`src/rtl/dbcr_pkg.sv`:
```
// dbcr_pkg: shared constants and types for the dark blob centroid block
// no dependencies
`timescale 1ns / 1ps
package dbcr_pkg;
   localparam int MaxWidth  = 2048;
   localparam int MaxHeight = 2048;
   localparam int PosW  = 11;
   localparam int CntW  = 23;
   localparam int SumW  = 34;
   localparam int OutW  = 15;
   localparam logic [22:0] AreaScale = 23'd5340354;

   localparam logic [2:0] REG_THRESHOLD = 3'd0;
   localparam logic [2:0] REG_COLOR     = 3'd1;
   localparam logic [2:0] REG_FRAME_W   = 3'd2;
   localparam logic [2:0] REG_FRAME_H   = 3'd3;
   localparam logic [2:0] REG_WIN_X     = 3'd4;
   localparam logic [2:0] REG_WIN_Y     = 3'd5;
   localparam logic [2:0] REG_WIN_W     = 3'd6;
   localparam logic [2:0] REG_WIN_H     = 3'd7;

   // totals of one finished frame, passed from front to back
   typedef struct packed {
      logic [CntW-1:0] count;
      logic [SumW-1:0] sum_x;
      logic [SumW-1:0] sum_y;
   } frame_sum_type;

   typedef enum logic [2:0] {
      ST_IDLE, ST_SCALE, ST_DIV_X, ST_DIV_Y, ST_ROOT, ST_DONE
   } back_state_type;
endpackage

```
`src/rtl/dark_blob_centroid_radius.sv`:
```
// dark_blob_centroid_radius: per-frame dark blob centroid and equal-area radius
// top level; depends on dbcr_pkg, dbcr_front, dbcr_queue, dbcr_back
//
// Usage: pixels enter in raster order on req_* (valid/stall), one per cycle.
// req_frame_start marks the first pixel of a frame and clears the sums.
// A frame also ends by itself after frame_width * frame_height pixels.
// On the last pixel the frame's count and moment sums go into a two-entry
// queue; the back end then divides both sums by the count (one quotient bit
// per cycle) and takes a bitwise square root, then registers rsp_valid and
// the result; it works on one frame at a time. Pixels stream at one per cycle;
// req_stall is high whenever the queue holds two unprocessed frames.
// The result register holds while rsp_stall is high; the back end then
// waits with its finished result and the queue fills behind it.
// Configuration is written through csr_* while no frame is in progress.
// Synchronous reset restores register defaults (threshold 65, 640x480 gray)
// and clears position, sums, queue and result valid.
`timescale 1ns / 1ps
module dark_blob_centroid_radius (
   input  logic        clock,
   input  logic        reset,
   input  logic        req_valid,
   output logic        req_stall,
   input  logic [7:0]  req_blue_or_gray,
   input  logic [7:0]  req_green,
   input  logic [7:0]  req_red,
   input  logic        req_frame_start,
   output logic        rsp_valid,
   input  logic        rsp_stall,
   output logic        rsp_detected,
   output logic [14:0] rsp_center_x_q4,
   output logic [14:0] rsp_center_y_q4,
   output logic [14:0] rsp_radius_q4,
   output logic [22:0] rsp_dark_area,
   input  logic        csr_write,
   input  logic [2:0]  csr_index,
   input  logic [11:0] csr_data
);
   import dbcr_pkg::*;

   logic [7:0]  thr_ff;
   logic        color_ff;
   logic [11:0] fw_ff, fh_ff, ww_ff, wh_ff;
   logic [10:0] wx_ff, wy_ff;
   frame_sum_type push_data, pop_data;
   logic push, full, not_empty, pop;

   always_ff @(posedge clock) begin
      if (reset) begin
         thr_ff <= 8'd65;
         color_ff <= 1'b0;
         fw_ff <= 12'd640;
         fh_ff <= 12'd480;
         wx_ff <= '0;
         wy_ff <= '0;
         ww_ff <= 12'd640;
         wh_ff <= 12'd480;
      end else if (csr_write) begin
         case (csr_index)
            REG_THRESHOLD: thr_ff <= csr_data[7:0];
            REG_COLOR:     color_ff <= csr_data[0];
            REG_FRAME_W:   fw_ff <= csr_data;
            REG_FRAME_H:   fh_ff <= csr_data;
            REG_WIN_X:     wx_ff <= csr_data[10:0];
            REG_WIN_Y:     wy_ff <= csr_data[10:0];
            REG_WIN_W:     ww_ff <= csr_data;
            REG_WIN_H:     wh_ff <= csr_data;
            default: ;
         endcase
      end
   end

   dbcr_front u_front (
      .clock(clock), .reset(reset),
      .pix_valid(req_valid), .pix_stall(req_stall),
      .blue_or_gray(req_blue_or_gray), .green(req_green), .red(req_red),
      .frame_start(req_frame_start),
      .dark_threshold(thr_ff), .color_input(color_ff),
      .frame_width(fw_ff), .frame_height(fh_ff),
      .window_x(wx_ff), .window_y(wy_ff),
      .window_width(ww_ff), .window_height(wh_ff),
      .sum_valid(push), .sum_full(full), .sum_data(push_data)
   );

   dbcr_queue u_queue (
      .clock(clock), .reset(reset),
      .push(push), .push_data(push_data), .full(full),
      .not_empty(not_empty), .pop(pop), .pop_data(pop_data)
   );

   dbcr_back u_back (
      .clock(clock), .reset(reset),
      .job_valid(not_empty), .job_data(pop_data), .job_pop(pop),
      .rsp_valid(rsp_valid), .rsp_stall(rsp_stall),
      .rsp_detected(rsp_detected),
      .rsp_center_x_q4(rsp_center_x_q4), .rsp_center_y_q4(rsp_center_y_q4),
      .rsp_radius_q4(rsp_radius_q4), .rsp_dark_area(rsp_dark_area)
   );
endmodule

```
`src/rtl/dbcr_front.sv`:
```
// dbcr_front: luma conversion, window test and moment accumulation per pixel
// depends on dbcr_pkg
`timescale 1ns / 1ps
module dbcr_front (
   input  logic                          clock,
   input  logic                          reset,
   input  logic                          pix_valid,
   output logic                          pix_stall,
   input  logic [7:0]                    blue_or_gray,
   input  logic [7:0]                    green,
   input  logic [7:0]                    red,
   input  logic                          frame_start,
   input  logic [7:0]                    dark_threshold,
   input  logic                          color_input,
   input  logic [11:0]                   frame_width,
   input  logic [11:0]                   frame_height,
   input  logic [10:0]                   window_x,
   input  logic [10:0]                   window_y,
   input  logic [11:0]                   window_width,
   input  logic [11:0]                   window_height,
   output logic                          sum_valid,
   input  logic                          sum_full,
   output dbcr_pkg::frame_sum_type       sum_data
);
   import dbcr_pkg::*;

   logic [PosW-1:0] col_ff, col_in, line_ff, line_in;
   logic [CntW-1:0] cnt_ff, cnt_in;
   logic [SumW-1:0] sx_ff, sx_in, sy_ff, sy_in;
   logic [PosW-1:0] col_eff, line_eff;
   logic [CntW-1:0] cnt_eff;
   logic [SumW-1:0] sx_eff, sy_eff;
   logic [12:0] fw, fh;
   logic [23:0] luma_sum;
   logic [7:0]  luma;
   logic [12:0] win_x_end, win_y_end;
   logic in_win, dark, last_col, last_line, take;

   always_comb begin
      if (frame_width == 12'd0) fw = 13'd1;
      else if ({1'b0, frame_width} > 13'(MaxWidth)) fw = 13'(MaxWidth);
      else fw = {1'b0, frame_width};
      if (frame_height == 12'd0) fh = 13'd1;
      else if ({1'b0, frame_height} > 13'(MaxHeight)) fh = 13'(MaxHeight);
      else fh = {1'b0, frame_height};
   end

   assign luma_sum = 24'd1868 * 24'(blue_or_gray) + 24'd9617 * 24'(green)
                   + 24'd4899 * 24'(red) + 24'd8192;
   assign luma = color_input ? luma_sum[21:14] : blue_or_gray;

   assign col_eff  = frame_start ? '0 : col_ff;
   assign line_eff = frame_start ? '0 : line_ff;
   assign cnt_eff  = frame_start ? '0 : cnt_ff;
   assign sx_eff   = frame_start ? '0 : sx_ff;
   assign sy_eff   = frame_start ? '0 : sy_ff;

   assign win_x_end = 13'(window_x) + 13'(window_width);
   assign win_y_end = 13'(window_y) + 13'(window_height);
   assign in_win = 13'(col_eff) < fw && 13'(line_eff) < fh
                && col_eff >= window_x && 13'(col_eff) < win_x_end
                && line_eff >= window_y && 13'(line_eff) < win_y_end;
   assign dark = in_win && (luma <= dark_threshold);
   assign last_col  = 13'(col_eff) + 13'd1 >= fw;
   assign last_line = 13'(line_eff) + 13'd1 >= fh;

   // stall while the queue holds two unprocessed frames
   assign pix_stall = sum_full;
   assign take = pix_valid && !pix_stall;

   always_comb begin
      cnt_in  = dark ? cnt_eff + 1'b1 : cnt_eff;
      sx_in   = dark ? sx_eff + SumW'(col_eff) : sx_eff;
      sy_in   = dark ? sy_eff + SumW'(line_eff) : sy_eff;
      col_in  = last_col ? '0 : col_eff + 1'b1;
      line_in = last_col ? (last_line ? '0 : line_eff + 1'b1) : line_eff;
      sum_valid = take && last_col && last_line;
      sum_data.count = cnt_in;
      sum_data.sum_x = sx_in;
      sum_data.sum_y = sy_in;
      if (sum_valid) begin
         cnt_in = '0;
         sx_in  = '0;
         sy_in  = '0;
      end
   end

   always_ff @(posedge clock) begin
      if (reset) begin
         col_ff  <= '0;
         line_ff <= '0;
         cnt_ff  <= '0;
         sx_ff   <= '0;
         sy_ff   <= '0;
      end else if (take) begin
         col_ff  <= col_in;
         line_ff <= line_in;
         cnt_ff  <= cnt_in;
         sx_ff   <= sx_in;
         sy_ff   <= sy_in;
      end
   end
endmodule

```
`src/rtl/dbcr_queue.sv`:
```
// dbcr_queue: two-entry queue of frame totals between front and back
// depends on dbcr_pkg
`timescale 1ns / 1ps
module dbcr_queue (
   input  logic                    clock,
   input  logic                    reset,
   input  logic                    push,
   input  dbcr_pkg::frame_sum_type push_data,
   output logic                    full,
   output logic                    not_empty,
   input  logic                    pop,
   output dbcr_pkg::frame_sum_type pop_data
);
   import dbcr_pkg::*;

   frame_sum_type mem_ff [2];
   logic wr_ff, rd_ff;
   logic [1:0] level_ff;

   assign full      = level_ff == 2'd2;
   assign not_empty = level_ff != 2'd0;
   assign pop_data  = mem_ff[rd_ff];

   always_ff @(posedge clock) begin
      if (push) mem_ff[wr_ff] <= push_data;
   end

   always_ff @(posedge clock) begin
      if (reset) begin
         wr_ff <= 1'b0;
         rd_ff <= 1'b0;
         level_ff <= '0;
      end else begin
         if (push) wr_ff <= !wr_ff;
         if (pop) rd_ff <= !rd_ff;
         level_ff <= level_ff + 2'(push) - 2'(pop);
      end
   end
endmodule

```
`src/rtl/dbcr_back.sv`:
```
// dbcr_back: serial divider and square root producing one result per frame
// depends on dbcr_pkg
`timescale 1ns / 1ps
module dbcr_back (
   input  logic                    clock,
   input  logic                    reset,
   input  logic                    job_valid,
   input  dbcr_pkg::frame_sum_type job_data,
   output logic                    job_pop,
   output logic                    rsp_valid,
   input  logic                    rsp_stall,
   output logic                    rsp_detected,
   output logic [14:0]             rsp_center_x_q4,
   output logic [14:0]             rsp_center_y_q4,
   output logic [14:0]             rsp_radius_q4,
   output logic [22:0]             rsp_dark_area
);
   import dbcr_pkg::*;

   localparam int NumW = SumW + 4;   // sum * 16
   localparam int ProdW = 46;
   localparam int RadW = 30;         // (count*k)>>16 fits in 30 bits

   back_state_type state_ff, state_in;
   logic [5:0]      step_ff, step_in;
   logic [CntW-1:0] cnt_ff;
   logic [SumW-1:0] sy_ff;
   logic [NumW-1:0] quo_ff, quo_in;
   logic [CntW:0]   rem_ff, rem_in;
   logic [RadW-1:0] rv_ff, rv_in;   // radicand remainder
   logic [RadW-1:0] root_ff, root_in;
   logic [RadW-1:0] rbit_ff, rbit_in;
   logic [ProdW-1:0] prod;
   logic [CntW:0]   trial;
   logic [RadW-1:0] rtrial;
   logic [14:0] cx_ff, cx_in, cy_ff, cy_in;
   logic load, out_load;
   logic [SumW-1:0] job_sx_hold;
   logic [SumW-1:0] sx_hold_ff;

   assign job_sx_hold = sx_hold_ff;
   assign prod = ProdW'(cnt_ff) * ProdW'(AreaScale);
   assign trial = {rem_ff[CntW-1:0], quo_ff[NumW-1]};
   assign rtrial = root_ff + rbit_ff;

   always_comb begin
      state_in = state_ff;
      case (state_ff)
         ST_IDLE:  if (job_valid) state_in = ST_SCALE;
         ST_SCALE: state_in = ST_DIV_X;
         ST_DIV_X: if (step_ff == 6'(NumW - 1)) state_in = ST_DIV_Y;
         ST_DIV_Y: if (step_ff == 6'(NumW - 1)) state_in = ST_ROOT;
         ST_ROOT:  if (rbit_ff[1:0] != 2'd0 || rbit_ff == '0) state_in = ST_DONE;
         ST_DONE:  if (!rsp_valid || !rsp_stall) state_in = ST_IDLE;
         default:  state_in = ST_IDLE;
      endcase
   end

   always_comb begin
      load = state_ff == ST_IDLE && job_valid;
      job_pop = load;
      out_load = state_ff == ST_DONE && (!rsp_valid || !rsp_stall);
      step_in = step_ff;
      quo_in = quo_ff;
      rem_in = rem_ff;
      rv_in = rv_ff;
      root_in = root_ff;
      rbit_in = rbit_ff;
      cx_in = cx_ff;
      cy_in = cy_ff;
      case (state_ff)
         ST_SCALE: begin
            step_in = '0;
            rem_in = '0;
            quo_in = NumW'(job_sx_hold) << 4;
            rv_in = prod[RadW+15:16];
            root_in = '0;
            rbit_in = RadW'(1) << (RadW - 2);
         end
         ST_DIV_X, ST_DIV_Y: begin
            // restoring division, one quotient bit per cycle
            if (trial >= {1'b0, cnt_ff}) begin
               rem_in = trial - {1'b0, cnt_ff};
               quo_in = {quo_ff[NumW-2:0], 1'b1};
            end else begin
               rem_in = trial;
               quo_in = {quo_ff[NumW-2:0], 1'b0};
            end
            step_in = step_ff + 1'b1;
            if (step_ff == 6'(NumW - 1)) begin
               step_in = '0;
               rem_in = '0;
               if (state_ff == ST_DIV_X) begin
                  cx_in = quo_in[14:0];
                  quo_in = NumW'(sy_ff) << 4;
               end else begin
                  cy_in = quo_in[14:0];
               end
            end
         end
         ST_ROOT: begin
            // bitwise square root, two radicand bits per cycle
            if (rv_ff >= rtrial) begin
               rv_in = rv_ff - rtrial;
               root_in = (root_ff >> 1) + rbit_ff;
            end else begin
               root_in = root_ff >> 1;
            end
            rbit_in = rbit_ff >> 2;
         end
         default: ;
      endcase
   end

   always_ff @(posedge clock) begin
      if (load) begin
         cnt_ff <= job_data.count;
         sx_hold_ff <= job_data.sum_x;
         sy_ff <= job_data.sum_y;
      end
      step_ff <= step_in;
      quo_ff <= quo_in;
      rem_ff <= rem_in;
      rv_ff <= rv_in;
      root_ff <= root_in;
      rbit_ff <= rbit_in;
      cx_ff <= cx_in;
      cy_ff <= cy_in;
      if (out_load) begin
         rsp_detected <= cnt_ff != '0;
         rsp_center_x_q4 <= cnt_ff != '0 ? cx_ff : '0;
         rsp_center_y_q4 <= cnt_ff != '0 ? cy_ff : '0;
         rsp_radius_q4 <= root_ff[14:0];
         rsp_dark_area <= cnt_ff;
      end
   end

   always_ff @(posedge clock) begin
      if (reset) begin
         state_ff <= ST_IDLE;
         rsp_valid <= 1'b0;
      end else begin
         state_ff <= state_in;
         if (out_load) rsp_valid <= 1'b1;
         else if (!rsp_stall) rsp_valid <= 1'b0;
      end
   end
endmodule

```
`config.mk`:
```
export PLATFORM = sky130hd
export DESIGN_NAME = dark_blob_centroid_radius
export DESIGN_NICKNAME = d
export VERILOG_FILES = /design/src/rtl/dbcr_pkg.sv /design/src/rtl/dark_blob_centroid_radius.sv /design/src/rtl/dbcr_front.sv /design/src/rtl/dbcr_queue.sv /design/src/rtl/dbcr_back.sv
export SDC_FILE = /design/constraint.sdc
export NUM_CORES = 2
export LEC_CHECK = 0
export ABC_AREA = 1
export BUFFER_PORTS_ARGS = -buffer_cell sky130_fd_sc_hd__buf_2
export CAP_MARGIN = 15
export CORE_AREA = 4 4 321 323
export CTS_CLUSTER_DIAMETER = 150
export DETAILED_ROUTE_END_ITERATION = 12
export DIE_AREA = 0 0 325 327
export GPL_TIMING_DRIVEN = 0
export PLACE_DENSITY = 0.81
export SYNTH_ARGS = -nofsm -noshare
export SYNTH_HDL_FRONTEND = slang
export SYNTH_SLANG_ARGS = --single-unit
export TNS_END_PERCENT = 20
```
`constraint.sdc`:
```
create_clock -name clock -period 15.4 [get_ports clock]
set_input_delay 0.77 -clock clock [delete_from_list [all_inputs] [get_ports clock]]
set_output_delay 0.77 -clock clock [all_outputs]
set_load 0.05 [all_outputs]
```
==> out/results.ini <==
[worst_setup_path]
timing.setup.critical_path_class=input pin to flop
capturing_instance_or_port_of_the_critical_path=u_queue.mem_ff[0][38]
critical_path.startpoint=req_blue_or_gray[2]
timing.critical_path.from_type=input pin
rr_endpoint=u_back.rv_ff[28]
crit_top_cell=sky130_fd_sc_hd__nand2_1
timing.critical_path.required_ps=15770
slowest_delay_ps=540
timing.critical_path.arrival_ps=10620
rr_worst_depth=21
maximum_fanout_along_the_worst_path=10
endpoint_kind=flop
rr_startpoint=u_back.cnt_ff[11]
regToRegSetupSlack_ps=8300
critPathSlowestCell=sky130_fd_sc_hd__fa_1

[die]
floorplan.initialDensity_pct=54.7
die_span_in_y_microns=327
ioPinCount=116
die_w_microns=325
fp.coreArea_sq_mm=0.0999
placement_rows=116
floorplan.die_area_sq_mm=0.106

[finish]
synthToLayoutAreaGrowth_pct=9.90
multi_input_area_sq_mm=0.0306
layout.core_utilization_pct=60.2
n_fill_cell=8468
finish.net_count=7607
area_of_all_sequential_standard_cells_sq_mm=0.0194
drive_above_1_share_pct=5.76
stdcell_count=8047

[synthesis]
yosys_register_bits=714
leading_cell_type_by_number_of_instances_after_synthesis=sky130_fd_sc_hd__nand2_1
syn_avg_cell_area_sq_um=8.44
synth_enable_flop_cells=514
mappedNetlistArea_sq_mm=0.0547
area_share_of_the_largest_cell_type_after_synthesis_pct=28.2
post_synth_mux_area_share_pct=0
synth_compound_area_share_pct=8.89
ys.warnings.count=0
synth.area.top_cells=sky130_fd_sc_hd__edfxtp_1 (28%), sky130_fd_sc_hd__ha_1 (14%), sky130_fd_sc_hd__nand2_1 (9.8%)
share_of_synthesized_cell_area_in_full_adder_half_adder_and_majority_cells_pct=23.7
synth_common_cells=sky130_fd_sc_hd__nand2_1 (1422), sky130_fd_sc_hd__inv_1 (1017), sky130_fd_sc_hd__ha_1 (612)
synthesis.instances=6478
synth.distinct_cells=63
async_reset_ff_share_pct=0
synth_fp_nets=7399
synth_top_cell_by_area=sky130_fd_sc_hd__edfxtp_1
synth_seq_area_share_pct=35.6
yosys_most_used_dff=sky130_fd_sc_hd__edfxtp_1
synth-xor-area-share_pct=2.56
combinational_family_with_the_most_area_after_synthesis=adder cells
yosys.area_share.simple_pct=20.7

[timing]
worst_hold_slack_ps=435
final.setup.tns_ps=0
timing.final.crit_period_ps=10250
fin_skew_ps=63.5
max_clock_freq_ghz=0.0976
timing.slew.headroom_pct=9.09
slew_violations=0
report.final.hold_viol_count=0
grt_setup_unrepaired=no
final-setup-viol-count=0
timing.final.crit_share_pct=66.5
worst_slew_pin_slew_ps=1360

[clock_tree]
root_buffer=sky130_fd_sc_hd__clkbuf_16
cts_repair_resize_count=0
clock_tree_from_tritoncts=done
cts_buffer_depth=3
cts.sinks=714
clkLatencyLatePin_ps=680
htree_num_levels=3
cts-buffers-inserted=78
post_cts.repair.setup_buffers=0
holdBufCountCts=0
clkTransAtPathRegs_ps=70

[detailed_routing]
vias_per_cell=5.72
drtPass1Iterations=9
detail_route.iter0.violations=4637
wire_per_inst_microns=19.1
postRouteAntennaNets=0
number_of_remaining_drc_errors=0
via_count=46000
wirelength_mm=154

[placement]
gp_congestion=0.987
place_inst=7904
place.port_buffers=113
place_hpwl_mm=121

[global_route]
first_global_vias=44800
grt_resource_usage_total_pct=28.4
grt_antenna_before_repair=2
grt_remaining_overflow=0
pin_count_of_the_biggest_net_entering_global_routing=55
grt_first_pass_wirelength_mm=241

[min_path]
holdCritPathClass=input pin to flop

[outcome]
outcome=complete, no violations

[run]
maxCapViolCount=0

cells by family (layout without fill, tap and decap cells):
kind of cell               count (synthesis)  after routing
AOI/OAI and AO/OA                        901            901
and+or+nand+nor                         2619           2619
other                                      0              1
DFF                                      714            714
buffers and inverters                   1208           1478
xor gates and xnor gates                 160            160
adders and majority gates                876            876
worst max-delay path: cells and delay by family:
family / cells / cell delay (ps)
buf+inv: 11 / 1920
fa+ha+maj: 12 / 4900
xor+xnor: 1 / 170
simple gates: 16 / 2270
compound gates: 3 / 550
per-stage QoR:
step                      worst slack, ps  area, sq um
final                                5150        60100
after floorplan                      6590        54700
after global routing                 4630        60100
after global placement               3410        56900
after CTS                            5310        60100
after detailed placement             4620        57200
cell usage in the layout, fill, tap and decap left out, types with 59 or more instances in the layout:
master	n
sky130_fd_sc_hd__nor2_1	497
sky130_fd_sc_hd__xnor2_1	75
sky130_fd_sc_hd__inv_1	1016
sky130_fd_sc_hd__and2_1	70
sky130_fd_sc_hd__edfxtp_1	514
sky130_fd_sc_hd__dfxtp_1	200
sky130_fd_sc_hd__o21ai_0	288
sky130_fd_sc_hd__nand3_1	274
sky130_fd_sc_hd__nand2_1	1421
sky130_fd_sc_hd__nor3_1	68
sky130_fd_sc_hd__fa_1	264
sky130_fd_sc_hd__clkbuf_1	118
sky130_fd_sc_hd__buf_2	157
sky130_fd_sc_hd__nand4_1	191
sky130_fd_sc_hd__ha_1	612
sky130_fd_sc_hd__xor2_1	85
sky130_fd_sc_hd__a21oi_1	440
sky130_fd_sc_hd__a31oi_1	59
sky130_fd_sc_hd__clkbuf_16	79
worst min path at each step:
stage          slack (ps)              start                      end  cells after the start
6_report              430       csr_index[2]                 color_ff                      4
3_3_place_gp          450  u_front.sy_ff[33]        u_front.sy_ff[33]                      2
5_1_grt               440       csr_data[11]                ww_ff[11]                      3
2_1_floorplan         430  u_back.root_ff[0]  u_back.rsp_radius_q4[0]                      0
3_5_place_dp          460          thr_ff[2]                thr_ff[2]                      2
4_1_cts               400       csr_data[11]                ww_ff[11]                      3
state kept, by name, indices dropped and copies added (netlist names), 15 cells and up:
| signal | cells |
|---|---|
| u_queue.mem_ff | 182 |
| u_back.quo_ff | 38 |
| u_back.job_sx_hold | 34 |
| u_back.sy_ff | 34 |
| u_front.sx_ff | 34 |
| u_front.sy_ff | 34 |
| u_back.root_ff | 30 |
| u_back.rv_ff | 30 |
| u_back.cnt_ff | 23 |
| u_back.rem_ff | 23 |
| u_back.rsp_dark_area | 23 |
| u_front.cnt_ff | 23 |
| u_back.cx_ff | 15 |
| u_back.cy_ff | 15 |
| u_back.rbit_ff | 15 |
| u_back.rsp_center_x_q4 | 15 |
| u_back.rsp_center_y_q4 | 15 |
| u_back.rsp_radius_q4 | 15 |
cell type report:
type,count,share of cell area [%]
Buffer,180,1.38
Timing Repair Buffer,128,1.45
Inverter,1028,6.43
Multi-Input combinational cell,4556,50.9
Tap cell,1298,2.70
Clock inverter,46,1.22
Sequential cell,714,32.4
Antenna cell,1,0.00417
Clock buffer,96,3.56
routing by layer:
metal | global-route usage (%) | share of wire (%) | vias up
met3 | 4.45 | 8.9 | 333
met2 | 47.1 | 46 | 2041
met5 | 0 | 0 | -
li1 | - | - | 21800
met4 | 9.85 | 3.4 | 0
met1 | 38.1 | 41 | 21800
Power is left out: the tool's default activity adds up to more than one toggle a clock period on the data nets, which glitch-free logic cannot reach.
